**src/rtl/tcgr_pkg.sv**
```systemverilog
`timescale 1ns / 1ps
`default_nettype none

package tcgr_pkg;

	localparam int DEF_GLYPH_HEIGHT = 16;
	localparam int GLYPH_DEPTH      = 4096;
	localparam int GLYPH_AW         = 12;
	localparam int FIFO_DEPTH       = 4;

	localparam logic [1:0] FUNC_CHAR  = 2'd0;
	localparam logic [1:0] FUNC_LOAD  = 2'd1;
	localparam logic [1:0] FUNC_CLEAR = 2'd2;

	localparam logic [1:0] REG_BG_COLOR = 2'd0;
	localparam logic [1:0] REG_COLUMNS  = 2'd1;
	localparam logic [1:0] REG_ROWS     = 2'd2;

	localparam logic [31:0] RST_BG_COLOR = 32'h0020_2020;
	localparam logic [7:0]  RST_COLUMNS  = 8'd80;
	localparam logic [6:0]  RST_ROWS     = 7'd25;

	localparam logic [7:0] CH_NUL   = 8'h00;
	localparam logic [7:0] CH_BS    = 8'h08;
	localparam logic [7:0] CH_TAB   = 8'h09;
	localparam logic [7:0] CH_NL    = 8'h0A;
	localparam logic [7:0] CH_SPACE = 8'h20;

	// A tab draws four spaces: one glyph plus three more.
	localparam logic [1:0] TAB_EXTRA = 2'd3;

	localparam logic KIND_GLYPH = 1'b0;
	localparam logic KIND_FILL  = 1'b1;

	typedef struct packed {
		logic [1:0]  func;
		logic [7:0]  char_code;
		logic [31:0] color;
		logic [11:0] font_addr;
		logic [7:0]  font_byte;
	} item_t;

	typedef struct packed {
		logic        kind;
		logic [10:0] pixel_x;
		logic [10:0] pixel_y;
		logic [7:0]  row_bits;
		logic [31:0] fg_color;
		logic [31:0] bg_color;
		logic        last;
	} result_t;

	typedef struct packed {
		logic        kind;
		logic [10:0] pixel_x;
		logic [10:0] pixel_y;
		logic [31:0] fg_color;
		logic [31:0] bg_color;
		logic        last;
	} meta_t;

	typedef struct packed {
		logic                en;
		logic [GLYPH_AW-1:0] addr;
		logic [7:0]          data;
	} mem_wr_t;

	typedef struct packed {
		logic                en;
		logic [GLYPH_AW-1:0] addr;
	} mem_rd_t;

endpackage

`default_nettype wire

```
**src/rtl/tcgr_out_fifo.sv**
```systemverilog
`timescale 1ns / 1ps
`default_nettype none

module tcgr_out_fifo
	import tcgr_pkg::*;
(
	input  wire logic    clk,
	input  wire logic    arst_n,
	input  wire logic    push,
	input  wire result_t push_data,
	input  wire logic    pending,
	output logic         room,
	output logic         out_valid,
	input  wire logic    out_ready,
	output result_t      out_data
);

	localparam int PTR_W = $clog2(FIFO_DEPTH);
	localparam int CNT_W = $clog2(FIFO_DEPTH + 1);

	result_t            entries_q [FIFO_DEPTH];
	logic [PTR_W-1:0]   wr_ptr_q;
	logic [PTR_W-1:0]   rd_ptr_q;
	logic [CNT_W-1:0]   count_q;
	logic               pop;

	assign out_valid = (count_q != '0);
	assign out_data  = entries_q[rd_ptr_q];
	assign pop       = out_valid && out_ready;

	// Room is judged with the read already in flight counted as queued.
	assign room = ((CNT_W + 1)'(count_q) + (CNT_W + 1)'(pending)) < (CNT_W + 1)'(FIFO_DEPTH);

	always_ff @(posedge clk) begin
		if (push) begin
			entries_q[wr_ptr_q] <= push_data;
		end
	end

	always_ff @(posedge clk or negedge arst_n) begin
		if (!arst_n) begin
			wr_ptr_q <= '0;
			rd_ptr_q <= '0;
			count_q  <= '0;
		end else begin
			if (push) begin
				wr_ptr_q <= wr_ptr_q + PTR_W'(1);
			end
			if (pop) begin
				rd_ptr_q <= rd_ptr_q + PTR_W'(1);
			end
			if (push && !pop) begin
				count_q <= count_q + CNT_W'(1);
			end else if (pop && !push) begin
				count_q <= count_q - CNT_W'(1);
			end
		end
	end

	a_no_overflow: assert property (@(posedge clk) disable iff (!arst_n)
		push |-> (count_q < CNT_W'(FIFO_DEPTH)) || pop)
		else $error("result pushed into a full output queue");

	a_count_bound: assert property (@(posedge clk) disable iff (!arst_n)
		count_q <= CNT_W'(FIFO_DEPTH))
		else $error("output queue count out of range");

endmodule

`default_nettype wire
```
**config.mk**
```make
export PLATFORM = sky130hd
export DESIGN_NAME = tcgr_out_fifo
export DESIGN_NICKNAME = d
export VERILOG_FILES = /design/src/rtl/tcgr_pkg.sv /design/src/rtl/tcgr_out_fifo.sv
export SDC_FILE = /design/constraint.sdc
export NUM_CORES = 1
export LEC_CHECK = 0
export ABC_AREA = 1
export BUFFER_PORTS_ARGS = -buffer_cell sky130_fd_sc_hd__clkbuf_2
export CAP_MARGIN = 25
export CORE_AREA = 3 3 158 176
export CTS_CLUSTER_DIAMETER = 200
export DETAILED_ROUTE_END_ITERATION = 7
export DIE_AREA = 0 0 161 179
export PLACE_DENSITY = 0.81
export SLEW_MARGIN = 0
export SYNTH_ARGS = -nofsm -noshare
export SYNTH_HDL_FRONTEND = slang
export SYNTH_SLANG_ARGS = --single-unit
```
**constraint.sdc**
```tcl
create_clock -name clk -period 7.4 [get_ports clk]
set_input_delay 1.48 -clock clk [delete_from_list [all_inputs] [get_ports clk]]
set_output_delay 1.48 -clock clk [all_outputs]
set_load 0.005 [all_outputs]
```
; ---- Word level (Yosys, flattened, before mapping)
; Memory sizes are Yosys's and may differ from the RTL's.
; Index checks and enable logic that the tools add are counted.
[totals]
ram_bits = 384
latchBits = 0
rom_bits = 0
n_memories = 1
elab_cells = 21
ff_bits = 7
in_bits = 101
output_inout_bits = 98
[classes]
add_sub_neg = 5
n_mul = 0
n_reduce_logical = 7
mux = 4
shift = 0
n_bitwise = 0
div = 0
eq_ne = 0
n_lt_le_gt_ge = 1
[memory_table]
columns = name, depth, width, rd, rd_clocked_by_memory_dff, wr, line_no
row1 = entries_q, 4, 96, 1, 0, 1, tcgr_out_fifo.sv:21  ; result_t entries_q [FIFO_DEPTH];
[op_table]
columns = cell, count
row1 = 3-bit two-way mux, 2
row2 = 2-bit by 1-bit adder with 2-bit output (second input constant), 2
row3 = 3-bit by 1-bit adder with 4-bit output, 1
row4 = 4-bit by 3-bit less-than comparator with 1-bit output (second input constant), 1
row5 = 3-bit by 1-bit adder with 3-bit output (second input constant), 1
row6 = 1-bit logical AND, 3
row7 = 3-bit nonzero test, 1
row8 = 3-bit by 1-bit subtractor with 3-bit output (second input constant), 1
row9 = 1-bit zero test, 2
row10 = 1-bit two-way mux, 2
row11 = 2-bit nonzero test, 1

; ---- Logic depth before layout (Yosys ltp)
; Gate-level depths: netlist (run 1).
[logic_depth]
ltp_word = 5
depth_mapped = 11
ltp_nobuf = 11

; ---- Least setup slack after synthesis (run 1)
; OpenSTA, ideal clock, no wires.
[synth_timing]
path_kind = input-to-reg
start = in push
end = mem entries_q[0][0] (netlist bit), enable pin
path_buffers = 1
arrival_ns = 3.630
required_ns = 6.950
setup_ns = 0.450
setup_slack_ns = 3.320
path_stages = 3
path_cell_list = clkbuf_1 > nand2_1 > inv_1
[synth_between]
elab_chain_cells = 2
[synth_rtl]
columns = item, line_no
row1 = "start, declared", tcgr_out_fifo.sv:9  ; input wire logic push,
row2 = 1-bit two-way mux, tcgr_out_fifo.sv:35  ; if (push) begin
row3 = 1-bit two-way mux (not written as such), tcgr_out_fifo.sv:36  ; entries_q[wr_ptr_q] <= push_data;
row4 = "end, declared", tcgr_out_fifo.sv:21
; Every way passes these cells.

==> results of run 1 <==
kinds of logic after synthesis:
| logic type | count (synthesis) | synth area share |
|---|---|---|
| AOI/OAI and AO/OA | 193 | 0.0925 |
| xor gates and xnor gates | 2 | 0.00112 |
| adders and majority gates | 6 | 0.00528 |
| buffers and inverters | 270 | 0.0763 |
| DFF | 391 | 0.749 |
| and+or+nand+nor | 315 | 0.0761 |
how the worst min path moves through the flow:
stage | from | to | slack (ps)
finish | count_q[2] | count_q[2] | 480
global route | count_q[2] | count_q[2] | 550
CTS | count_q[2] | count_q[2] | 490
detailed placement | count_q[2] | count_q[2] | 470
global placement | count_q[2] | count_q[2] | 460
floorplan | count_q[2] | count_q[2] | 440
cells in the mapped netlist:
cell / count
buf_6: 15
buf_2: 30
inv_4: 1
ha_1: 5
nand3_1: 4
clkbuf_1: 9
inv_1: 204
dfrtp_1: 7
buf_1: 3
buf_4: 7
xor2_1: 1
xnor2_1: 1
fa_1: 1
inv_2: 1
o21ai_0: 1
o211ai_1: 192
edfxtp_1: 384
nand2_1: 309
nor2_1: 1
nand4_1: 1
power by group through the flow:
stage          Clock, mW  Sequential (mW)  Combinational (mW)
2_1_floorplan          0             3.05                1.44
3_3_place_gp           0             3.08                2.06
3_5_place_dp           0             3.10                2.11
4_1_cts             2.02             3.05                2.13
5_1_grt             2.12             3.08                2.37
6_report            1.98             3.05                2.10
flip-flops by register name (all words and copies together), names as in the netlist:
signal	flops
entries_q	384
rd_ptr_q	2
count_q	3
wr_ptr_q	2
layer usage:
metal	up-vias	global-route usage	share of wire
met4	0	0.0760	0.033
met5	-	0	0
met1	4361	0.245	0.39
li1	4496	-	-
met2	282	0.369	0.52
met3	70	0.0434	0.063
layout make-up:
class,count,area (µm²),area share
Sequential cell,391,11700,0.648
Clock buffer,44,1020,0.0562
Tap cell,352,440,0.0244
Clock inverter,28,302,0.0167
Multi-Input combinational cell,516,2740,0.151
Inverter,206,793,0.0439
Timing Repair Buffer,207,1080,0.0597
worst max-delay path, cell delays in order (launching register included):
cell and delay [ps]:
dfrtp_1 450, inv_8 270, buf_16 470, buf_4 790, nand2_1 130, o211ai_1 140, nand2_1 90, clkbuf_2 130
==> metrics.txt, run 1 <==
Top-Level Pins 199; maximum clock insertion buffer count 3; Clock Sinks 391; syn avg cell area between 10 and 15 µm²; DIE HEIGHT 179 µm; commonest non-fill, non-tap cell in the layout edfxtp_1; drt drc 0; grt ovf 0; Setup CP Type reg -> out; combinational power share 0.294; post-DP HPWL approximately 17 mm; placement-stage worst setup slack 3350 ps; maxcap violations 0; hold_ws 485 ps; cell internal pwr approximately 4.8 mW; Setup Fix Bufs, Post-CTS 0; Leak 7.39 nW; Distinct cells, synth 20; Cell Pwr Density 394 nW/µm²; final hold vios 0; Synthesized Nets 1284; Routed Antenna Nets 0; filler cell count 1745; outcome finished clean; sw frac 0.324; largest net degree at the start of global routing 227; Finished Core Util 0.694; min-delay worst type reg -> reg; CTS tree done; Routed WL between 20 and 30 mm; Register-to-Register Path Depth 5; layout cells sized above 1 0.197; first-pass GRT wire length 46.3 mm; post-synth top area share 0.738; Num CTS Buffers 39; post-route cell area 18100 µm²; Synth Instances 1177; initial antenna violation count 0; core area ~26000 µm²; Worst-Skew Late Latency around 520 ps; largest cells by area after synthesis edfxtp_1 74%, o211ai_1 9.2%, nand2_1 7.4%; reg2reg end entries_q[2][82]; ant diodes 0; Worst EP arrival 3140 ps; Clock power frac 0.278; Detailed Routing Iterations Pass 1 7; Port Buffer Count 198; WL/cell 16.8 µm; Die X 161 µm; FF-to-FF Start wr_ptr_q[0]; RSZ-0062 raised after global routing no; Worst Path Max Fanout 172; worst endpoint required time roughly 5900 ps; vias in the first global route approximately 9000; area delta synth->final 15.6%; Initial DRC Count ~550; post-route setup slack 2780 ps; Starting Density 0.600; period utilisation layout 0.624; Clock Skew 11.7 ps; Slew HR 0.394; Worst-Margin Slew 910 ps; switching pwr around 2.3 mW; Seq/Total Area, Yosys 0.749; Yosys warning count 0; post-synthesis register bit count 391; Peak VDD IR 0.264 mV; number of instances in the placed design around 1700; CP Capture Point out_data[92]; # rows 62; Tot GR Track Use 0.205; Hold Path Stages 2; PnR Total Power 7.13 mW; die footprint 28800 µm²; FMAX 216 MHz; setup_tns 0 ps; setup violators final 0; Placed Area 16700 µm²; Clock transition at path regs ~60 ps; CTS H-Tree Depth 2; Startpoint Class flop; layout net count 1468; area leader, netlist edfxtp_1; Slew Limit Fails 0; Setup crit end kind primary output; Root Driver clkbuf_16; CTS resizes 0; Final GP Congestion about 0.75; r2r setup slk 4970 ps; Finished Layout Cells 1744; Seq pwr share 0.427; post-cts hold buffer count 0; number of vias per cell 5.28; Vias 9209; Mapped Area 15600 µm²; Final min period 4620 ps; most frequent cells in the layout 384 x edfxtp_1, 309 x nand2_1, 200 x inv_1, 198 x clkbuf_2, 192 x o211ai_1; CP startpoint rd_ptr_q[0]
Power figures use the tool's default switching activity.
==> run 2: changes to the inputs <==
- CORE_AREA: 3 3 158 176 -> 3 3 170 188
- DIE_AREA: 0 0 161 179 -> 0 0 173 191
- PLACE_DENSITY: 0.81 -> 0.75
- clock period: 7.4 -> 4.2 ns (I/O delays scaled with it)
==> run 2 against run 1 <==
Net effect: utilization shrank 9.1 points; critical path depth shrank 3; setup slack lost 2000 ps; largest cell class unchanged; first-iteration DRC count shrank 2.2%; sequential cell count is the same; sequential share of layout area shrank 0.68 points; critical path type unchanged; cell count grew 4.0%.
==> metrics.txt, run 2 (synthesis results as in run 1) <==
Startpoint Class flop; Num CTS Buffers 39 (unchanged); Peak VDD IR 0.572 mV (+120%); largest net degree at the start of global routing 159 (-30%); setup violators final 0 (unchanged); Setup crit end kind primary output; Clock transition at path regs 60 ps (about the same); biggest regs entries_q x384, count_q x3; Detailed Routing Iterations Pass 1 4 (-3); Die X 173 µm (+7.5%); Top-Level Pins 199 (unchanged); post-route cell area 18300 µm² (+1.1%); layout net count 1476 (+0.54%); CTS tree done; Worst-Skew Late Latency 510 ps (about the same); critical path, cell by cell buf_4 -> o211ai_1 -> nand2_1 -> clkbuf_2; Placed Area 17000 µm² (+1.3%); Final min period 3430 ps; Tot GR Track Use 0.180 (-0.0254); CTS H-Tree Depth 2 (unchanged); Leak 7.44 nW (+0.65%); Vias 9157 (-0.56%); min-delay worst type in -> async; Routed WL 29.8 mm (+1.8%); first-pass GRT wire length 47.3 mm (+2.3%); # rows 67 (+8.1%); number of vias per cell 5.05 (-4.4%); worst endpoint required time 3360 ps (-2560 ps); Worst EP arrival 2590 ps (-550 ps); maximum clock insertion buffer count 3 (unchanged); FMAX 292 MHz; DIE HEIGHT 191 µm (+6.7%); WL/cell 16.5 µm (-2.1%); area delta synth->final 16.8%; post-cts hold buffer count 0 (unchanged); Worst Path Max Fanout 64 (-63%); commonest non-fill, non-tap cell in the layout edfxtp_1; Root Driver clkbuf_16; final hold vios 0 (unchanged); Starting Density 0.515 (-0.0846); Clock Skew 10.9 ps (-0.735 ps); max FFs per register 384 (unchanged); maxcap violations 0 (unchanged); Setup CP Type reg -> out; placement-stage worst setup slack 1310 ps (-2030 ps); drt drc 0 (unchanged); Routed Antenna Nets 0 (unchanged); Cell Pwr Density 692 nW/µm² (+76%); post-DP HPWL 17.8 mm (+5.8%); Buf/Inv on CP 2 (-2); initial antenna violation count 2 (+2); slowest CP cell buf_4; Port Buffer Count 198 (unchanged); die footprint 33000 µm² (+15%); Final GP Congestion 0.799 (+6.0%); Worst-Margin Slew 867 ps (-42.4 ps); setup_tns 0 ps (unchanged); vias in the first global route 9110 (-0.73%); Slew Limit Fails 0 (unchanged); most flop-heavy register entries_q; RSZ-0062 raised after global routing no; grt ovf 0 (unchanged); CTS resizes 0 (unchanged); layout cells sized above 1 0.199 (+0.00187); Top delay family on crit path buffers and inverters; Slew HR 0.422 (+0.0283); Initial DRC Count 539 (-2.2%); most frequent cells in the layout 384 x edfxtp_1, 309 x nand2_1, 200 x inv_1, 198 x clkbuf_2, 192 x o211ai_1; Clock Sinks 391 (unchanged); outcome finished clean; Setup Fix Bufs, Post-CTS 0 (unchanged); max incr delay on CP 720 ps (-70 ps); period utilisation layout 0.816; post-route setup slack 773 ps (-2010 ps); core area 30300 µm² (+16%)
==> run 2: stage by stage <==
step           std cells  utilization  hold WS, ps  total power [mW]
2_1_floorplan       1177            -          442              7.90
3_5_place_dp        1742        0.559          469              9.29
4_1_cts             1813        0.602          162              12.8
5_1_grt             1814        0.602          162              13.4
6_report            1814        0.602          172              12.6
3_3_place_gp        1742        0.559          459              9.18
==> run 2: per-layer routing <==
metal | track usage | routed length, µm | vias to the layer above
li1 | - | - | 4509
met1 | 0.210 | 11700 | 4330
met2 | 0.328 | 15400 | 239
met3 | 0.0369 | 1720 | 77
met4 | 0.0689 | 1050 | 2
met5 | 0 | 13 | -
==> run 2: area by class of cell <==
class / instances / area, µm²
well taps: 414 / 518
clock buffers: 52 / 1100
diodes: 1 / 2.50
inverters: 206 / 793
multi-input cells: 516 / 2740
flip-flops and latches: 391 / 11700
repair buffers: 215 / 1190
clock inverters: 19 / 218
fillers: 2315 / 12100
==> run 2: worst reg2reg max path: stages, from the launching register on <==
cell	delay (ps)
dfrtp_1	400
inv_1	100
ha_1	140
nand2_1	80
inv_4	570
buf_4	430
==> run 2: path summary, 6_finish.rpt <==
kind / from / slack (ps) / end / cells past startpoint
max reg2reg: wr_ptr_q[1] / 2150 / entries_q[1][81] / 5
min reg2reg: count_q[2] / 490 / count_q[2] / 2
max in group asynchronous: arst_n / 3820 / rd_ptr_q[1] / 1
min in group clk: count_q[2] / 490 / count_q[2] / 2
max: rd_ptr_q[1] / 770 / out_data[63] / 4
min: arst_n / 170 / count_q[0] / 1
==> run 2: where the power goes <==
| part | switching (mW) | internal, mW |
|---|---|---|
| logic | 2.47 | 1.33 |
| clock network | 1.36 | 2.14 |
| registers | 0.233 | 5.10 |
| total | 4.06 | 8.58 |
==> run 3: changes to the inputs <==
- CORE_AREA: 3 3 170 188 -> 3 3 161 179
- DIE_AREA: 0 0 173 191 -> 0 0 164 182
- PLACE_DENSITY: 0.75 -> 0.79
- clock period: 4.2 -> 3.3 ns (I/O delays scaled with it)
==> run 3 against run 2 <==
Net effect: die area decreased by 9.7%; clock power increased by 22%; utilization grew 7.1 points; power is 27% higher; critical endpoint is now out_data[12]; largest power group unchanged; highest routed layer unchanged.
==> metrics.txt, run 3 (synthesis results as in run 1) <==
PnR Total Power 16.0 mW (+27%); maxcap violations 0 (unchanged); Worst EP arrival 2270 ps (-320 ps); Root Driver clkbuf_16; post-DP HPWL 17.6 mm (-1.2%); Die X 164 µm (-5.2%); max FFs per register 384 (unchanged); Top-Level Pins 199 (unchanged); Worst-Skew Late Latency 510 ps (about the same); vias in the first global route 9246 (+1.5%); WL/cell 17.0 µm (+3.4%); min-delay worst type in -> reg; CTS resizes 0 (unchanged); Slew Limit Fails 0 (unchanged); drt drc 0 (unchanged); period utilisation layout 0.887; hold_ws 356 ps (+184 ps); core area 27000 µm² (-11%); final hold vios 0 (unchanged); Seq pwr share 0.420 (-0.002); layout cells sized above 1 0.201 (+0.00186); largest net degree at the start of global routing 98 (-38%); Setup CP Type reg -> out; grt ovf 0 (unchanged); Hold Path Stages 1; Finished Layout Cells 1759 (-3.0%); Setup crit end kind primary output; number of instances in the placed design 1691 (-2.9%); Vias 9265 (+1.2%); Setup Fix Bufs, Post-CTS 0 (unchanged); hold path endpoint entries_q[1][85]; DIE HEIGHT 182 µm (-4.7%); Cell Pwr Density 880 nW/µm² (+27%); Clock Sinks 391 (unchanged); reg2reg end entries_q[0][47]; sw frac 0.324 (+0.00259); Worst Path Max Fanout 92 (+44%); Clock transition at path regs 60 ps (about the same); slowest CP cell dfrtp_1; first-pass GRT wire length 46.9 mm (-0.80%); switching pwr 5.19 mW (+28%); outcome finished clean; die footprint 29800 µm² (-9.7%); Register-to-Register Path Depth 5 (unchanged); number of vias per cell 5.27 (+4.3%); CTS H-Tree Depth 2 (unchanged); worst endpoint required time 2640 ps (-720 ps); cell internal pwr 10.8 mW (+26%); commonest non-fill, non-tap cell in the layout edfxtp_1; Startpoint Class flop; biggest regs entries_q x384, count_q x3; Num CTS Buffers 38 (-2.6%); post-route setup slack 373 ps (-401 ps); Tot GR Track Use 0.201 (+0.0210); RSZ-0062 raised after global routing no; layout net count 1482 (+0.41%); worst hold start push_data[85]; most flop-heavy register entries_q; Clock power frac 0.266 (-0.011); r2r setup slk 1380 ps (-770 ps); Routed WL 29.9 mm (+0.23%); Starting Density 0.578 (+0.0631); maximum clock insertion buffer count 3 (unchanged); most used cell, CP nand2_1; # rows 63 (-6.0%); Routed Antenna Nets 0 (unchanged); critical path, cell by cell inv_8 -> buf_4 -> nand2_1 -> o211ai_1 -> nand2_1 -> clkbuf_2; setup_tns 0 ps (unchanged); Slew HR 0.615 (+0.193); Leak 7.43 nW (about the same); Peak VDD IR 0.650 mV (+14%); Worst-Margin Slew 578 ps (-289 ps); most frequent cells in the layout 384 x edfxtp_1, 309 x nand2_1, 200 x inv_1, 198 x clkbuf_2, 192 x o211ai_1; FMAX 342 MHz; Clock Skew 10.7 ps (-0.222 ps); CTS tree done; placement-stage worst setup slack 936 ps (-377 ps); initial antenna violation count 2 (unchanged); area delta synth->final 16.4%; Initial DRC Count 533 (-1.1%); combinational power share 0.314 (+0.013); Port Buffer Count 198 (unchanged); Detailed Routing Iterations Pass 1 5 (+1); Final GP Congestion 0.749 (-6.4%); FF-to-FF Start wr_ptr_q[0]; Final min period 2930 ps; max incr delay on CP 450 ps (-270 ps); setup violators final 0 (unchanged)
-- run 3: cell count changes in the layout (fill, tap and decap cells not counted), sizes merged --
cell | previous run | this run
dlygate4sd3 | 0 | 1
clkinvlp | 1 | 2
inv | 207 | 206
bufinv | 5 | 4
clkinv | 12 | 8
buf | 17 | 23
-- run 3: repair_timing --
action	in CTS	in global routing
setup endpoints to repair	0	0
endpoints found under the hold margin	7	0
hold buffers	1	0
-- run 3: worst max path at each step --
stage / startpoint / to / slack (ps) / depth (start not counted)
final: rd_ptr_q[0] / out_data[12] / 370 / 6
after global routing: rd_ptr_q[0] / out_data[12] / 200 / 6
after CTS: rd_ptr_q[0] / out_data[12] / 340 / 6
after detailed placement: rd_ptr_q[0] / out_data[9] / 940 / 6
after global placement: rd_ptr_q[0] / out_data[5] / 1000 / 6
after floorplan: push / entries_q[0][0] / 40 / 3
-- run 3: metal layers --
metal | up-vias | GRT usage | share of wire
li1 | 4506 | - | -
met1 | 4446 | 0.233 | 0.39
met2 | 252 | 0.367 | 0.53
met3 | 59 | 0.0411 | 0.056
met4 | 2 | 0.0707 | 0.024
met5 | - | 0 | 0.00043
-- run 3: stage by stage --
| step | utilization | area [µm²] |
|---|---|---|
| 6_report | 0.673 | 18200 |
| 5_1_grt | 0.673 | 18200 |
| 4_1_cts | 0.673 | 18200 |
| 3_5_place_dp | 0.626 | 16900 |
| 3_3_place_gp | 0.626 | 16900 |
| 2_1_floorplan | - | 15600 |
-- run 3: critical path: cells and delay by family (launching register included) --
family,cells,cell delay [ps]
buffers and inverters,3,940
flip-flops,1,450
AND/OR/NAND/NOR,2,230
AO/OA/AOI/OAI,1,120
-- run 3: cell type report --
class | count | area, µm²
timing repair buffer | 222 | 1260
antenna | 1 | 2.50
sequential | 391 | 11700
clock inverter | 14 | 176
fill | 1885 | 8840
multi-input combinational | 516 | 2740
tap | 357 | 447
inverter | 206 | 793
clock buffer | 52 | 1070
-- run 3: power groups by stage --
stage,clock network [mW],logic (mW),registers [mW]
floorplan,0,3.22,6.83
global placement,0,4.95,6.79
detailed placement,0,5.08,6.82
CTS,4.35,5.12,6.73
global route,4.54,5.62,6.79
finish,4.26,5.02,6.72
