File: src/rtl/tcgr_pkg.sv
`timescale 1ns / 1ps
`default_nettype none

package tcgr_pkg;

	localparam int DEF_GLYPH_HEIGHT = 16;
	localparam int GLYPH_DEPTH      = 4096;
	localparam int GLYPH_AW         = 12;
	localparam int FIFO_DEPTH       = 4;

	localparam logic [1:0] FUNC_CHAR  = 2'd0;
	localparam logic [1:0] FUNC_LOAD  = 2'd1;
	localparam logic [1:0] FUNC_CLEAR = 2'd2;

	localparam logic [1:0] REG_BG_COLOR = 2'd0;
	localparam logic [1:0] REG_COLUMNS  = 2'd1;
	localparam logic [1:0] REG_ROWS     = 2'd2;

	localparam logic [31:0] RST_BG_COLOR = 32'h0020_2020;
	localparam logic [7:0]  RST_COLUMNS  = 8'd80;
	localparam logic [6:0]  RST_ROWS     = 7'd25;

	localparam logic [7:0] CH_NUL   = 8'h00;
	localparam logic [7:0] CH_BS    = 8'h08;
	localparam logic [7:0] CH_TAB   = 8'h09;
	localparam logic [7:0] CH_NL    = 8'h0A;
	localparam logic [7:0] CH_SPACE = 8'h20;

	// A tab draws four spaces: one glyph plus three more.
	localparam logic [1:0] TAB_EXTRA = 2'd3;

	localparam logic KIND_GLYPH = 1'b0;
	localparam logic KIND_FILL  = 1'b1;

	typedef struct packed {
		logic [1:0]  func;
		logic [7:0]  char_code;
		logic [31:0] color;
		logic [11:0] font_addr;
		logic [7:0]  font_byte;
	} item_t;

	typedef struct packed {
		logic        kind;
		logic [10:0] pixel_x;
		logic [10:0] pixel_y;
		logic [7:0]  row_bits;
		logic [31:0] fg_color;
		logic [31:0] bg_color;
		logic        last;
	} result_t;

	typedef struct packed {
		logic        kind;
		logic [10:0] pixel_x;
		logic [10:0] pixel_y;
		logic [31:0] fg_color;
		logic [31:0] bg_color;
		logic        last;
	} meta_t;

	typedef struct packed {
		logic                en;
		logic [GLYPH_AW-1:0] addr;
		logic [7:0]          data;
	} mem_wr_t;

	typedef struct packed {
		logic                en;
		logic [GLYPH_AW-1:0] addr;
	} mem_rd_t;

endpackage

`default_nettype wire

File: src/rtl/tcgr_ctrl.sv
`timescale 1ns / 1ps
`default_nettype none

module tcgr_ctrl
	import tcgr_pkg::*;
#(
	parameter int GLYPH_HEIGHT = DEF_GLYPH_HEIGHT
) (
	input  wire logic        clk,
	input  wire logic        arst_n,
	input  wire logic        cfg_we,
	input  wire logic [1:0]  cfg_index,
	input  wire logic [31:0] cfg_data,
	input  wire logic        item_valid,
	output logic             item_ready,
	input  wire item_t       item,
	input  wire logic        room,
	output mem_wr_t          wr,
	output mem_rd_t          rd,
	output logic             valid_s1,
	output meta_t            meta_s1
);

	localparam int LINE_W = $clog2(GLYPH_HEIGHT);
	localparam logic [LINE_W-1:0]   LINE_LAST = LINE_W'(GLYPH_HEIGHT - 1);
	localparam logic [GLYPH_AW-1:0] GH_ADDR   = GLYPH_AW'(GLYPH_HEIGHT);
	localparam logic [10:0]         GH_PIX    = 11'(GLYPH_HEIGHT);

	typedef enum logic [1:0] {
		ST_IDLE = 2'b01,
		ST_DRAW = 2'b10
	} state_t;

	state_t              state_q;
	logic [31:0]         bg_q;
	logic [7:0]          cols_q;
	logic [6:0]          rows_q;
	logic [7:0]          col_q;
	logic [6:0]          row_q;
	logic [LINE_W-1:0]   line_q;
	logic [1:0]          extra_q;
	logic [GLYPH_AW-1:0] base_q;
	logic [31:0]         fg_q;

	logic       acc;
	logic       issue;
	logic       line_done;
	logic [6:0] lim;
	logic [7:0] row_inc;
	logic [6:0] nl_row;
	logic [8:0] col_inc;
	logic       wrap;
	logic       is_char;
	logic       do_nl;
	logic       do_draw;
	logic       do_tab;
	logic       do_clear;

	assign item_ready = (state_q == ST_IDLE) && room;
	assign acc        = item_valid && item_ready;
	assign issue      = (state_q == ST_DRAW) && room;
	assign line_done  = (line_q == LINE_LAST);

	// A row count of zero behaves as one line.
	assign lim     = (rows_q == 7'd0) ? 7'd1 : rows_q;
	assign row_inc = {1'b0, row_q} + 8'd1;
	assign nl_row  = (row_inc >= {1'b0, lim}) ? (lim - 7'd1) : row_inc[6:0];
	assign col_inc = {1'b0, col_q} + 9'd1;
	assign wrap    = (col_inc >= {1'b0, cols_q});

	always_comb begin
		is_char  = acc && (item.func == FUNC_CHAR);
		do_clear = acc && (item.func == FUNC_CLEAR);
		do_nl    = is_char && (item.char_code == CH_NL);
		do_tab   = is_char && (item.char_code == CH_TAB);
		do_draw  = is_char && !(item.char_code inside {CH_NUL, CH_BS, CH_NL});
	end

	assign wr.en   = acc && (item.func == FUNC_LOAD);
	assign wr.addr = item.font_addr;
	assign wr.data = item.font_byte;

	assign rd.en   = issue;
	assign rd.addr = base_q + GLYPH_AW'(line_q);

	always_ff @(posedge clk or negedge arst_n) begin
		if (!arst_n) begin
			bg_q   <= RST_BG_COLOR;
			cols_q <= RST_COLUMNS;
			rows_q <= RST_ROWS;
		end else if (cfg_we) begin
			case (cfg_index)
				REG_BG_COLOR: bg_q   <= cfg_data;
				REG_COLUMNS:  cols_q <= cfg_data[7:0];
				REG_ROWS:     rows_q <= cfg_data[6:0];
				default: ;
			endcase
		end
	end

	always_ff @(posedge clk or negedge arst_n) begin
		if (!arst_n) begin
			state_q  <= ST_IDLE;
			col_q    <= 8'd0;
			row_q    <= 7'd0;
			line_q   <= '0;
			extra_q  <= 2'd0;
			valid_s1 <= 1'b0;
		end else begin
			valid_s1 <= issue || do_clear;
			case (state_q)
				ST_IDLE: begin
					if (do_clear) begin
						col_q <= 8'd0;
						row_q <= 7'd0;
					end else if (do_nl) begin
						col_q <= 8'd0;
						row_q <= nl_row;
					end else if (do_draw) begin
						state_q <= ST_DRAW;
						line_q  <= '0;
						extra_q <= do_tab ? TAB_EXTRA : 2'd0;
					end
				end
				ST_DRAW: begin
					if (issue) begin
						if (line_done) begin
							line_q <= '0;
							// The cursor moves once per drawn glyph.
							if (wrap) begin
								col_q <= 8'd0;
								row_q <= nl_row;
							end else begin
								col_q <= col_inc[7:0];
							end
							if (extra_q == 2'd0) begin
								state_q <= ST_IDLE;
							end else begin
								extra_q <= extra_q - 2'd1;
							end
						end else begin
							line_q <= line_q + LINE_W'(1);
						end
					end
				end
				default: state_q <= ST_IDLE;
			endcase
		end
	end

	always_ff @(posedge clk) begin
		if (do_draw) begin
			fg_q   <= item.color;
			base_q <= (do_tab ? GLYPH_AW'(CH_SPACE) : GLYPH_AW'(item.char_code)) * GH_ADDR;
		end
		if (do_clear) begin
			meta_s1.kind     <= KIND_FILL;
			meta_s1.pixel_x  <= 11'd0;
			meta_s1.pixel_y  <= 11'd0;
			meta_s1.fg_color <= 32'd0;
			meta_s1.bg_color <= item.color;
			meta_s1.last     <= 1'b1;
		end else begin
			meta_s1.kind     <= KIND_GLYPH;
			meta_s1.pixel_x  <= {col_q, 3'b000};
			meta_s1.pixel_y  <= 11'(row_q) * GH_PIX + 11'(line_q);
			meta_s1.fg_color <= fg_q;
			meta_s1.bg_color <= bg_q;
			meta_s1.last     <= line_done && (extra_q == 2'd0);
		end
	end

	a_draw_ends: assert property (@(posedge clk) disable iff (!arst_n)
		issue && line_done && (extra_q == 2'd0) |=> state_q == ST_IDLE)
		else $error("glyph sequence did not return to idle after its last line");

	a_load_silent: assert property (@(posedge clk) disable iff (!arst_n)
		acc && (item.func == FUNC_LOAD) |=> (state_q == ST_IDLE) && !valid_s1)
		else $error("glyph load produced a result or left idle");

	a_stall_holds: assert property (@(posedge clk) disable iff (!arst_n)
		(state_q == ST_DRAW) && !room |=>
			$stable(line_q) && $stable(col_q) && $stable(row_q))
		else $error("drawing advanced while the output queue had no room");

	a_fill_home: assert property (@(posedge clk) disable iff (!arst_n)
		valid_s1 && (meta_s1.kind == KIND_FILL) |->
			(col_q == 8'd0) && (row_q == 7'd0) && meta_s1.last)
		else $error("fill result without the cursor at home");

endmodule

`default_nettype wire

File: config.mk
export PLATFORM = sky130hd
export DESIGN_NAME = tcgr_ctrl
export DESIGN_NICKNAME = d
export VERILOG_FILES = /design/src/rtl/tcgr_pkg.sv /design/src/rtl/tcgr_ctrl.sv
export SDC_FILE = /design/constraint.sdc
export NUM_CORES = 1
export LEC_CHECK = 0
export ABC_AREA = 1
export BUFFER_PORTS_ARGS = -buffer_cell sky130_fd_sc_hd__buf_2
export CORE_ASPECT_RATIO = 0.7
export CORE_MARGIN = 2
export CORE_UTILIZATION = 25
export DETAILED_ROUTE_END_ITERATION = 10
export SYNTH_ARGS = -nofsm -noshare
export SYNTH_HDL_FRONTEND = slang
export SYNTH_SLANG_ARGS = --single-unit
File: constraint.sdc
create_clock -name clk -period 4.3 [get_ports clk]
set_input_delay 0.86 -clock clk [delete_from_list [all_inputs] [get_ports clk]]
set_output_delay 0.86 -clock clk [all_outputs]
set_load 0.02 [all_outputs]
* Word level (Yosys, flattened, before mapping)
Index checks and enable logic that the tools add are counted.
Storage, ports and cells: register bits 199, bits of input ports 101, output and inout bits 124, logic and storage cells 109
Operators by class: $add $sub $neg 7, order comparisons 2, eq/ne operators 19, multiplexer cells 36, reductions and logical operators 27
Operators by type and width (number):
- 2-to-1 mux 88 bit | 1
- 2-to-1 mux 7 bit | 7
- 2-to-1 mux 8 bit | 5
- 2-to-1 mux 2 bit | 13
- == test 8 x 4 -> 1 bit, second input constant | 3
- 2-to-1 mux 4 bit | 5
- one-hot mux 8 bit (2 select lines) | 1
- inequality test 2 bit, second input constant | 7
- one-hot mux 7 bit (2 select lines) | 1
- adder 12 x 4 -> 12 bit | 1
- adder 11 x 4 -> 11 bit | 1
- logical AND 1 bit | 10
- AND reduction 5 bit | 2
- adder 8 x 1 -> 9 bit, second input constant | 1
- greater-or-equal comparator 9 x 8 -> 1 bit | 1
- adder 7 x 1 -> 8 bit, second input constant | 1
- greater-or-equal comparator 8 x 7 -> 1 bit | 1
- zero test 8 bit | 1
- one-hot mux 2 bit (2 select lines) | 2
- one-hot mux 4 bit (2 select lines) | 1
- zero test 7 bit | 1
- AND reduction 7 bit | 1
- subtractor 7 x 1 -> 7 bit, second input constant | 1
- == test 2 x 1 -> 1 bit, second input constant | 3
- other kinds (14) | 20

* Longest topological paths before layout
Gate-level depths: netlist of run 1.
depth in word-level cells 10, depth in mapped cells 17, mapped depth without buffers 17

* Least setup slack after synthesis of run 1
No wires, ideal clock.
path kind input port to flip-flop, from input port room, to register base_q[10] (enable), setup time 0.395 ns, arrival 2.218 ns, required time 3.905 ns, path slack 1.688 ns, cell stages on the path 6, path buffers 0, cells stage by stage inv_1 -> nor2_4 -> nand2_2 -> nor2_4 -> nand3_1 -> inv_1
On the way: longest elaborated chain between the ends 4
RTL lines:
- from (decl) | line tcgr_ctrl.sv:17 | input wire logic room,
- logical AND 1 bit | line tcgr_ctrl.sv:59 | assign item_ready = (state_q == ST_IDLE) && room;
- net item_ready | line tcgr_ctrl.sv:15 | output logic item_ready,
- logical AND 1 bit | line tcgr_ctrl.sv:60 | assign acc = item_valid && item_ready;
- logical AND 1 bit | line tcgr_ctrl.sv:72 | is_char = acc && (item.func == FUNC_CHAR);
- logical AND 1 bit | line tcgr_ctrl.sv:76 | do_draw = is_char && !(item.char_code inside {CH_NUL, CH_BS, CH_NL});
- net do_draw | line tcgr_ctrl.sv:55 | logic do_draw;
- to (signal assigned) | line tcgr_ctrl.sv:154 | base_q <= (do_tab ? GLYPH_AW'(CH_SPACE) : GLYPH_AW'(item.char_code)) * GH_ADDR;
- to (decl) | line tcgr_ctrl.sv:42 | logic [GLYPH_AW-1:0] base_q;
The timed path passes the listed nets, and every way through them passes these cells. A chain may end at the register's enable or synchronous reset.

==> run summary, run 1 <==
Setup violators final: 0
Netlist cell types: 34
Largest net degree at the start of global routing: 58
Fin Clk Skew: 0.0152 ns
Reg power frac: 44.5%
Crit. End Element: primary output
Final wirelength: 19000 um
Hold buffers post-CTS: 0
Resized Gates After CTS: 0
Net count, final: 1097
Mapped cell area: 7780 um2
GPL Wtd Cong: 0.790
CP peak stage delay: 0.56 ns
Power Density: 531 nW/um2
CTS tree: done
Initial Util: 25.7%
Post-layout min period: 2.57 ns
Top cells by area, synth: dfxtp_1 (22%), dfrtp_1 (20%), edfxtp_1 (15%)
Max cap viols: 0
Post-synth EDFFs: 40
Skew-Pair Late Insertion Delay: 0.46 ns
Critical path class: register to primary output
Core Region: 30300 um2
Full die area: 32600 um2
Power Total: 5.12 mW
Tcrit/Tclk final: 59.7%
Gate Count Post-Synth: 820
Slew Limit Fails: 0
Remaining antenna violation count: 0
Worst-path cell chain: nand2_2 > nor2_4 > nand2_2 > nor3_1 > buf_2
Die Span Y: 152 um
DIE WIDTH: 215 um
Area leader, netlist: dfxtp_1
Internal power: 3.53 mW
1st-iter DRT viols: 291
Switch Pwr: 1.59 mW
Total number of vias: 5663
Ys Warns: 0
I/O pins: 225
Row cnt: 53
Result of the run: finished clean
Final hold viol count: 0
Total CTS buffers: 17
Number of global-route vias before repair: 5645
Worst EP required: 3.44 ns
Syn_area_per_cell: 9.48 um2
Initial antenna violation count: 4
CP dominant cell by count: nand2_2
Vias/cell: 4.03
Share of layout cells above drive strength 1: 27.3%
Slew of the pin with the lowest slew margin: 1.08 ns
Clk root buf: clkbuf_16
CTS Sinks: 196
Hpwl dp: 13500 um
PortBufs: 181
Grt total ovfl: 0
Largest buffer count on any clock path: 2
CP max FO: 4
Area grow syn2layout: 23.9%
Switch share: 31.0%
Leakage: 4.86 nW
First-pass GRT wire length: 30200 um
GRT Total Usage: 12.2%
Post-synth top area share: 21.9%
WL/cell: 13.5 um
Top achievable clock speed: 0.390 GHz
Setup crit start kind: register
Top FF cell, synth: dfxtp_1
Async SR Flop Fraction: 36.2%
Clock group share of total power: 35.1%
First-pass DRT Iterations: 5
Rel. slew slack: 27.7%
Hold Path Class: input pin to asynchronous set/reset pin
Combinational Power Share: 20.4%
Register area share after synthesis: 60.3%
Worst Reg-to-Reg Cells: 14
Worst-path clk slew: 0.07 ns
Worst vdd ir: 0.435 mV
CTS H-tree lvls: 4
# DRC: 0
Slowest stage cell, crit path: dfstp_2
# Post-CTS Setup Buffers: 0
Register bit count reported by yosys: 196
Post-Route Setup TNS: 0 ns
WP data arrival: 1.71 ns
Unrepaired setup endpoints after global routing: false
-- path summary, 6_finish.rpt --
check,start,to,slack [ns]
setup / recovery,state_q[0],wr[20],1.73
hold / removal,arst_n,valid_s1,0.44
setup reg to reg,row_q[0],row_q[2],1.76
hold reg to reg,fg_q[20],meta_s1[53],0.46
max in group asynchronous,arst_n,bg_q[21],3.00
min in group clk,fg_q[20],meta_s1[53],0.46
-- per-layer routing --
metal	share of wire [%]	global-route usage [%]	routed length, um	vias to the layer above
li1	-	-	-	2831
met1	48	16.1	9180	2634
met2	43	18.5	8220	169
met4	1.1	4.17	210	4
met5	0.13	0	24	-
met3	7.1	4.39	1350	25
-- worst max-delay path: cells and delay by family (launching register included) --
family / cells / cell delay, ns
DFF: 1 / 0.56
buffers and inverters: 1 / 0.20
and+or+nand+nor: 4 / 0.49
-- placed cells by master (no fill, tap or decap), types with 4 or more instances in the layout --
master     count
nand3_1       19
xor2_1        13
ha_1          19
nand4_1       14
dfstp_2        9
buf_2        180
inv_1        111
o21ai_0       29
bufinv_16      4
inv_2          4
edfxtp_1      40
mux2_2        24
dfrtp_1       62
nor2_1        78
a21oi_1        9
dfxtp_1       85
clkbuf_16     17
nor2_4         4
nand2_1      228
-- through the flow --
stage | instance area [um2] | hold WS (ns) | util [%] | cells | setup WS, ns
floorplan | 7780 | 0.437 | - | 822 | 1.69
global placement | 8960 | 0.441 | 29.6 | 1370 | 1.49
detailed placement | 8960 | 0.450 | 29.6 | 1370 | 1.42
CTS | 9630 | 0.461 | 31.8 | 1402 | 1.68
global route | 9630 | 0.480 | 31.8 | 1402 | 1.41
finish | 9630 | 0.439 | 31.8 | 1404 | 1.73
-- cells by family after synthesis --
kind of cell               count (synthesis)  synth area share (%)
AOI/OAI and AO/OA                         45                  3.04
xor gates and xnor gates                  13                  1.46
adders and majority gates                 19                  3.06
buffers and inverters                    164                  9.30
DFF                                      196                  60.3
muxes                                     24                  3.47
other                                      1                0.0482
and+or+nand+nor                          358                  19.3
-- power by group through the flow --
stage	clock, mW	combinational (mW)	sequential, mW
finish	1.79	1.05	2.28
detailed placement	0	1.05	2.32
global placement	0	1.02	2.32
global route	1.93	1.18	2.31
CTS	1.86	1.06	2.28
floorplan	0	0.597	2.44
-- Yosys cell counts (2+ instances only) --
| master | n |
|---|---|
| nand2_4 | 3 |
| clkbuf_1 | 13 |
| dfstp_2 | 9 |
| dfrtp_1 | 62 |
| nand3_1 | 20 |
| nand2_2 | 3 |
| nor2_4 | 4 |
| buf_2 | 7 |
| buf_4 | 26 |
| mux2_2 | 24 |
| edfxtp_1 | 40 |
| o21ai_1 | 3 |
| buf_1 | 2 |
| inv_2 | 3 |
| nor3_1 | 3 |
| nand4_1 | 14 |
| ha_1 | 19 |
| nand3_2 | 2 |
| xor2_1 | 13 |
| inv_1 | 112 |
| nand2_1 | 228 |
| dfxtp_1 | 85 |
| nor2_1 | 78 |
| a21oi_1 | 9 |
| o21ai_0 | 29 |
-- sequential cells by signal (all words and copies together), names as in the netlist --
signal,cells
meta_s1,85
bg_q,32
fg_q,32
base_q,8
col_q,8
cols_q,8
row_q,7
rows_q,7
line_q,4
extra_q,2
state_q,2
valid_s1,1
-- layout make-up --
type                    instances  area [um2]
fillers                      3134       20700
flip-flops and latches        196        4690
multi-input cells             462        2380
repair buffers                184         943
well taps                     412         515
inverters                     116         437
clock buffers                  17         425
clock inverters                15         241
diodes                          2        5.00
Power figures use the tool's default switching activity.
==> run 2: changes to the inputs <==
Clock period 4.3 ns to 2.5 ns, I/O delays scaled along.
==> run 2 against run 1 <==
  * Sequential share of layout area is 0.52 points lower
  * Register-to-register slack worse by 1.6 ns
  * Count of clock-buffer cells in the layout is 1 higher
  * Utilization is 0.34 points higher
  * Critical path type is now register to register
  * Critical path depth is 9 higher
  * Sequential power is 71% higher
  * Flip-flop and latch count stayed put
  * Combinational power is 81% higher
  * Worst hold slack worse by 0.37 ns
  * Via count is 1.5% higher
  * Clock skew is 0.0060 ns lower
==> run summary, run 2 (synthesized netlist as in run 1, its figures left out) <==
Most frequent cells in the layout: nand2_1 (226), buf_2 (180), inv_1 (109)
GPL Wtd Cong: 0.812 (+2.8%)
Power Density: 894 nW/um2 (+68%)
Hpwl dp: 14100 um (+4.5%)
Worst-path clk slew: 0.08 ns (about the same)
R2R Path Start: row_q[1]
Placed cell count: 1375 (+0.36%)
Full die area: 32600 um2 (unchanged)
Setup violators final: 0 (unchanged)
Post-layout util: 32.1% (+0.34 points)
Final hold viol count: 0 (unchanged)
Hold buffers post-CTS: 0 (unchanged)
Total number of vias: 5748 (+1.5%)
Grt total ovfl: 0 (unchanged)
CP startpoint: row_q[1]
I/O pins: 225 (unchanged)
DIE WIDTH: 215 um (unchanged)
Worst vdd ir: 0.489 mV (+12%)
Slew of the pin with the lowest slew margin: 0.648 ns (-0.435 ns)
Initial antenna violation count: 4 (unchanged)
Clk root buf: clkbuf_16
Post-layout min period: 2.32 ns
Area grow syn2layout: 25.2%
Hold Path Class: input pin to asynchronous set/reset pin
Fin Clk Skew: 0.00922 ns (-0.00596 ns)
Number of global-route vias before repair: 5732 (+1.5%)
WP data arrival: 2.67 ns (+0.96 ns)
CTS tree: done
Most common cell after layout, fill and taps aside: nand2_1
Initial Util: 25.7% (unchanged)
Result of the run: finished clean
Largest regs: meta_s1: 85 flops, bg_q: 32 flops, fg_q: 32 flops
Critical path class: register to register
Max cap viols: 0 (unchanged)
Non-Filler Instances: 1415 (+0.78%)
Multi-input gate area: 2420 um2 (+1.7%)
PortBufs: 181 (unchanged)
First-pass DRT Iterations: 5 (unchanged)
CTS H-tree lvls: 4 (unchanged)
Setup WS pre-CTS: 0.0321 ns (-1.39 ns)
Max FFs per register: 85 (unchanged)
Worst EP required: 2.84 ns (-0.60 ns)
CTS Sinks: 196 (unchanged)
First-pass GRT wire length: 30600 um (+1.3%)
1st-iter DRT viols: 255 (-12%)
Die Span Y: 152 um (unchanged)
Leakage: 4.90 nW (+0.93%)
Skew-Pair Late Insertion Delay: 0.45 ns (about the same)
GRT Total Usage: 12.4% (+0.21 points)
Total CTS buffers: 17 (unchanged)
Top achievable clock speed: 0.430 GHz
Tcrit/Tclk final: 93.0%
Biggest register: meta_s1
Rel. slew slack: 56.8% (+29 points)
Setup crit start kind: register
FILL cells: 3145 (+0.35%)
PnR worst setup slack: 0.176 ns (-1.56 ns)
Vias/cell: 4.06 (+0.71%)
Row cnt: 53 (unchanged)
Reg area: 4690 um2 (unchanged)
Crit. End Element: register
Share of layout cells above drive strength 1: 29.1% (+1.8 points)
WL/cell: 13.9 um (+2.7%)
Largest buffer count on any clock path: 2 (unchanged)
Final wirelength: 19700 um (+3.5%)
Largest net degree at the start of global routing: 47 (-19%)
Net count, final: 1108 (+1.0%)
Core Region: 30300 um2 (unchanged)
CP max FO: 8 (+4)
# DRC: 0 (unchanged)
Slew Limit Fails: 0 (unchanged)
Remaining antenna violation count: 0 (unchanged)
## run 2: changes by cell type in the layout (fill, tap and decap cells not counted), sizes merged
cell / change
bufinv: -2
clkinv: -1
buf: +11
inv: +2
clkbuf: +1
## run 2: stage by stage
| step | cell area, um2 | total power, mW | TNS, ns | hold WS (ns) |
|---|---|---|---|---|
| detailed placement | 9040 | 5.81 | 0 | 0.450 |
| finish | 9740 | 8.71 | 0 | 0.0691 |
| CTS | 9650 | 8.76 | 0 | 0.0831 |
| global placement | 9040 | 5.76 | 0 | 0.443 |
| global route | 9730 | 9.24 | -0.0377 | 0.103 |
| floorplan | 7780 | 5.23 | 0 | 0.204 |
## run 2: metal layers
layer / GRT usage [%] / part of all wire, %
met1: 16.3 / 48
met2: 18.8 / 43
met3: 5.39 / 8.3
met4: 2.92 / 0.78
met5: 0 / 0.17
## run 2: critical path, cell delays in order (launching register included)
cell and delay (ns):
dfrtp_1 0.42, ha_1 0.19, nand2_1 0.13, nor2_2 0.15
nand3_1 0.13, xor2_2 0.18, ha_1 0.29, nand2_1 0.10
nor2_2 0.06, nand2_2 0.17, nand3_4 0.14, nand2_1 0.08
nand2_1 0.04, nand2_1 0.06, nand2_1 0.06
## run 2: worst paths after layout
| check | to | slack [ns] | depth (start not counted) |
|---|---|---|---|
| worst min register to register | meta_s1[44] | 0.46 | 2 |
| min in group clk | fg_q[4] | 0.24 | 1 |
| worst max-delay path | row_q[0] | 0.18 | 14 |
| worst max register to register | row_q[0] | 0.18 | 14 |
| max in group asynchronous | bg_q[21] | 1.74 | 2 |
| worst min-delay path | line_q[0] | 0.07 | 1 |
## run 2: cell type report
class / instances / area share (%)
multi-input cells: 462 / 24.8
diodes: 2 / 0.0514
well taps: 412 / 5.29
clock inverters: 14 / 1.86
repair buffers: 195 / 10.9
clock buffers: 18 / 4.41
inverters: 116 / 4.48
flip-flops and latches: 196 / 48.2
## run 2: report_power, final
| group | switching [mW] | total [mW] | internal [mW] |
|---|---|---|---|
| clock network | 1.37 | 2.90 | 1.53 |
| registers | 0.238 | 3.91 | 3.67 |
| logic | 1.18 | 1.90 | 0.718 |
| total | 2.79 | 8.71 | 5.92 |
## run 2: what timing repair did
item,in CTS,in global routing
setup endpoints to repair,0,7
resized for setup,0,13
endpoints found under the hold margin,0,0
setup buffers,0,6
==> run 3: changes to the inputs <==
Settings changed: CORE_UTILIZATION 25 to 45, PLACE_DENSITY from default to 0.71.
==> run 3 against run 2 <==
  * Combinational power hardly changed
  * Register-to-register slack barely moved
  * Die area down 44%
  * Critical path depth unchanged
  * Worst setup slack got worse by 0.0051 ns
  * Cell count down 13%
  * Sequential share of layout area rose by 1.3 points
  * Critical path type unchanged
  * Critical endpoint unchanged
==> run summary, run 3 (synthesized netlist as in run 1, its figures left out) <==
Result of the run: finished clean
Hold Path Class: input pin to asynchronous set/reset pin
Full die area: 18400 um2 (-44%)
CP peak stage delay: 0.41 ns (about the same)
Max FFs per register: 85 (unchanged)
Setup crit start kind: register
# diodes: 0 (-2)
CTS tree: done
Remaining antenna violation count: 0 (unchanged)
Share of layout cells above drive strength 1: 28.7% (-0.38 points)
WHS: 0.0529 ns (-0.0161 ns)
Clk root buf: clkbuf_16
First-pass DRT Iterations: 5 (unchanged)
Die Span Y: 114 um (-25%)
DIE WIDTH: 161 um (-25%)
Worst vdd ir: 0.578 mV (+18%)
Slew of the pin with the lowest slew margin: 0.541 ns (-0.107 ns)
Rel. slew slack: 64.0% (+7.1 points)
WL/cell: 14.3 um (+3.2%)
First-pass GRT wire length: 28200 um (-8.0%)
Slew Limit Fails: 0 (unchanged)
Worst-path cell chain: ha_1 > nand2_1 > nor2_2 > nand3_1 > xor2_2 > ha_1 > nand2_1 > o21ai_0 > inv_2 > nand3_4 > nand2_1 > nand2_1 > nand2_1 > nand2_1
Critical path class: register to register
Most frequent cells in the layout: nand2_1 (226), buf_2 (180), inv_1 (110)
CP top delay family: simple AND/OR/NAND/NOR gates
Net count, final: 1104 (-0.36%)
# DRC: 0 (unchanged)
Setup violators final: 0 (unchanged)
Tcrit/Tclk final: 93.2% (+0.20 points)
Initial antenna violation count: 2 (-2)
Vias/cell: 4.67 (+15%)
Final wirelength: 17600 um (-10%)
Max cap viols: 0 (unchanged)
Top achievable clock speed: 0.429 GHz (-0.22%)
Power Total: 8.74 mW (+0.34%)
I/O pins: 225 (unchanged)
Slowest stage cell, crit path: dfrtp_1
GRT Total Usage: 19.8% (+7.4 points)
Placed cell areas: 8780 um2 (-2.8%)
Skew-Pair Late Insertion Delay: 0.43 ns (-0.02 ns)
Final hold viol count: 0 (unchanged)
Setup WS pre-CTS: 0.118 ns (+0.0860 ns)
GPL Wtd Cong: 0.879 (+8.2%)
Grt total ovfl: 0 (unchanged)
Largest regs: meta_s1: 85 flops, bg_q: 32 flops, fg_q: 32 flops
Core Region: 17000 um2 (-44%)
Row cnt: 40 (-25%)
Initial Util: 45.7% (+20 points)
Number of global-route vias before repair: 5494 (-4.2%)
Biggest register: meta_s1
Buf/Inv on CP: 1 (+1)
Post-layout instance area: 9490 um2 (-2.5%)
WP data arrival: 2.65 ns (-0.02 ns)
CP max FO: 8 (unchanged)
Power Density: 921 nW/um2 (+3.0%)
PnR worst setup slack: 0.171 ns (-0.00509 ns)
Leakage: 4.89 nW (-0.24%)
Worst EP required: 2.82 ns (-0.02 ns)
CTS Sinks: 196 (unchanged)
Crit. End Element: register
Largest net degree at the start of global routing: 52 (+11%)
Total number of vias: 5740 (-0.14%)
1st-iter DRT viols: 451 (+77%)
FILL cells: 1571 (-50%)
Hpwl dp: 12300 um (-13%)
CTS H-tree lvls: 4 (unchanged)
Largest buffer count on any clock path: 2 (unchanged)
Fin Clk Skew: 0.0153 ns (+0.00612 ns)
Area grow syn2layout: 22.0%
PortBufs: 181 (unchanged)
Most common cell after layout, fill and taps aside: nand2_1
Total CTS buffers: 17 (unchanged)
Worst-path clk slew: 0.08 ns (about the same)
CP dominant cell by count: nand2_1
Post-layout util: 55.8% (+24 points)
Post-layout min period: 2.33 ns (+0.00509 ns)
## run 3: timing repair
action / CTS / global route
setup endpoints to repair: 0 / 7
gates resized for setup: 0 / 11
buffers inserted: 0 / 4
hold buffers: 0 / 0
## run 3: power breakdown
part | switching (mW) | total, mW | internal, mW
Combinational | 1.16 | 1.88 | 0.724
Sequential | 0.243 | 3.92 | 3.67
Clock | 1.30 | 2.93 | 1.63
## run 3: final timing paths
check	start	to	slack (ns)	depth (start not counted)
max in group asynchronous	arst_n	cols_q[6]	1.79	2
min in group clk	item[50]	fg_q[30]	0.25	1
worst min-delay path	arst_n	bg_q[30]	0.05	1
worst min register to register	fg_q[10]	meta_s1[43]	0.46	2
worst max register to register	row_q[1]	row_q[0]	0.17	14
worst max-delay path	row_q[1]	row_q[0]	0.17	14
## run 3: per-layer routing
metal	wire, um	up-vias	global-route usage, %
met5	7	-	0
li1	-	2833	-
met3	1550	21	7.42
met2	7220	205	29.3
met1	8620	2679	27.7
met4	204	2	4.94
## run 3: final cells by class
cell class | count | area [um2] | share of cell area [%]
Inverter | 116 | 437 | 4.60
Timing Repair Buffer | 191 | 1020 | 10.8
Clock buffer | 17 | 425 | 4.48
Sequential cell | 196 | 4690 | 49.4
Tap cell | 231 | 289 | 3.05
Multi-Input combinational cell | 462 | 2410 | 25.4
Clock inverter | 15 | 215 | 2.27
## run 3: metrics by stage
step / TNS (ns) / instances
final: 0 / 1228
after global placement: 0 / 1192
after global routing: -0.0104 / 1228
after CTS: 0 / 1224
after detailed placement: 0 / 1192
after floorplan: 0 / 822
## run 3: worst reg2reg max path, cell delays in order, from the launching register on
cell and delay, ns:
dfrtp_1 0.41, ha_1 0.20, nand2_1 0.14, nor2_2 0.18, nand3_1 0.12, xor2_2 0.18, ha_1 0.29, nand2_1 0.10
o21ai_0 0.10, inv_2 0.16, nand3_4 0.12, nand2_1 0.08, nand2_1 0.05, nand2_1 0.06, nand2_1 0.04
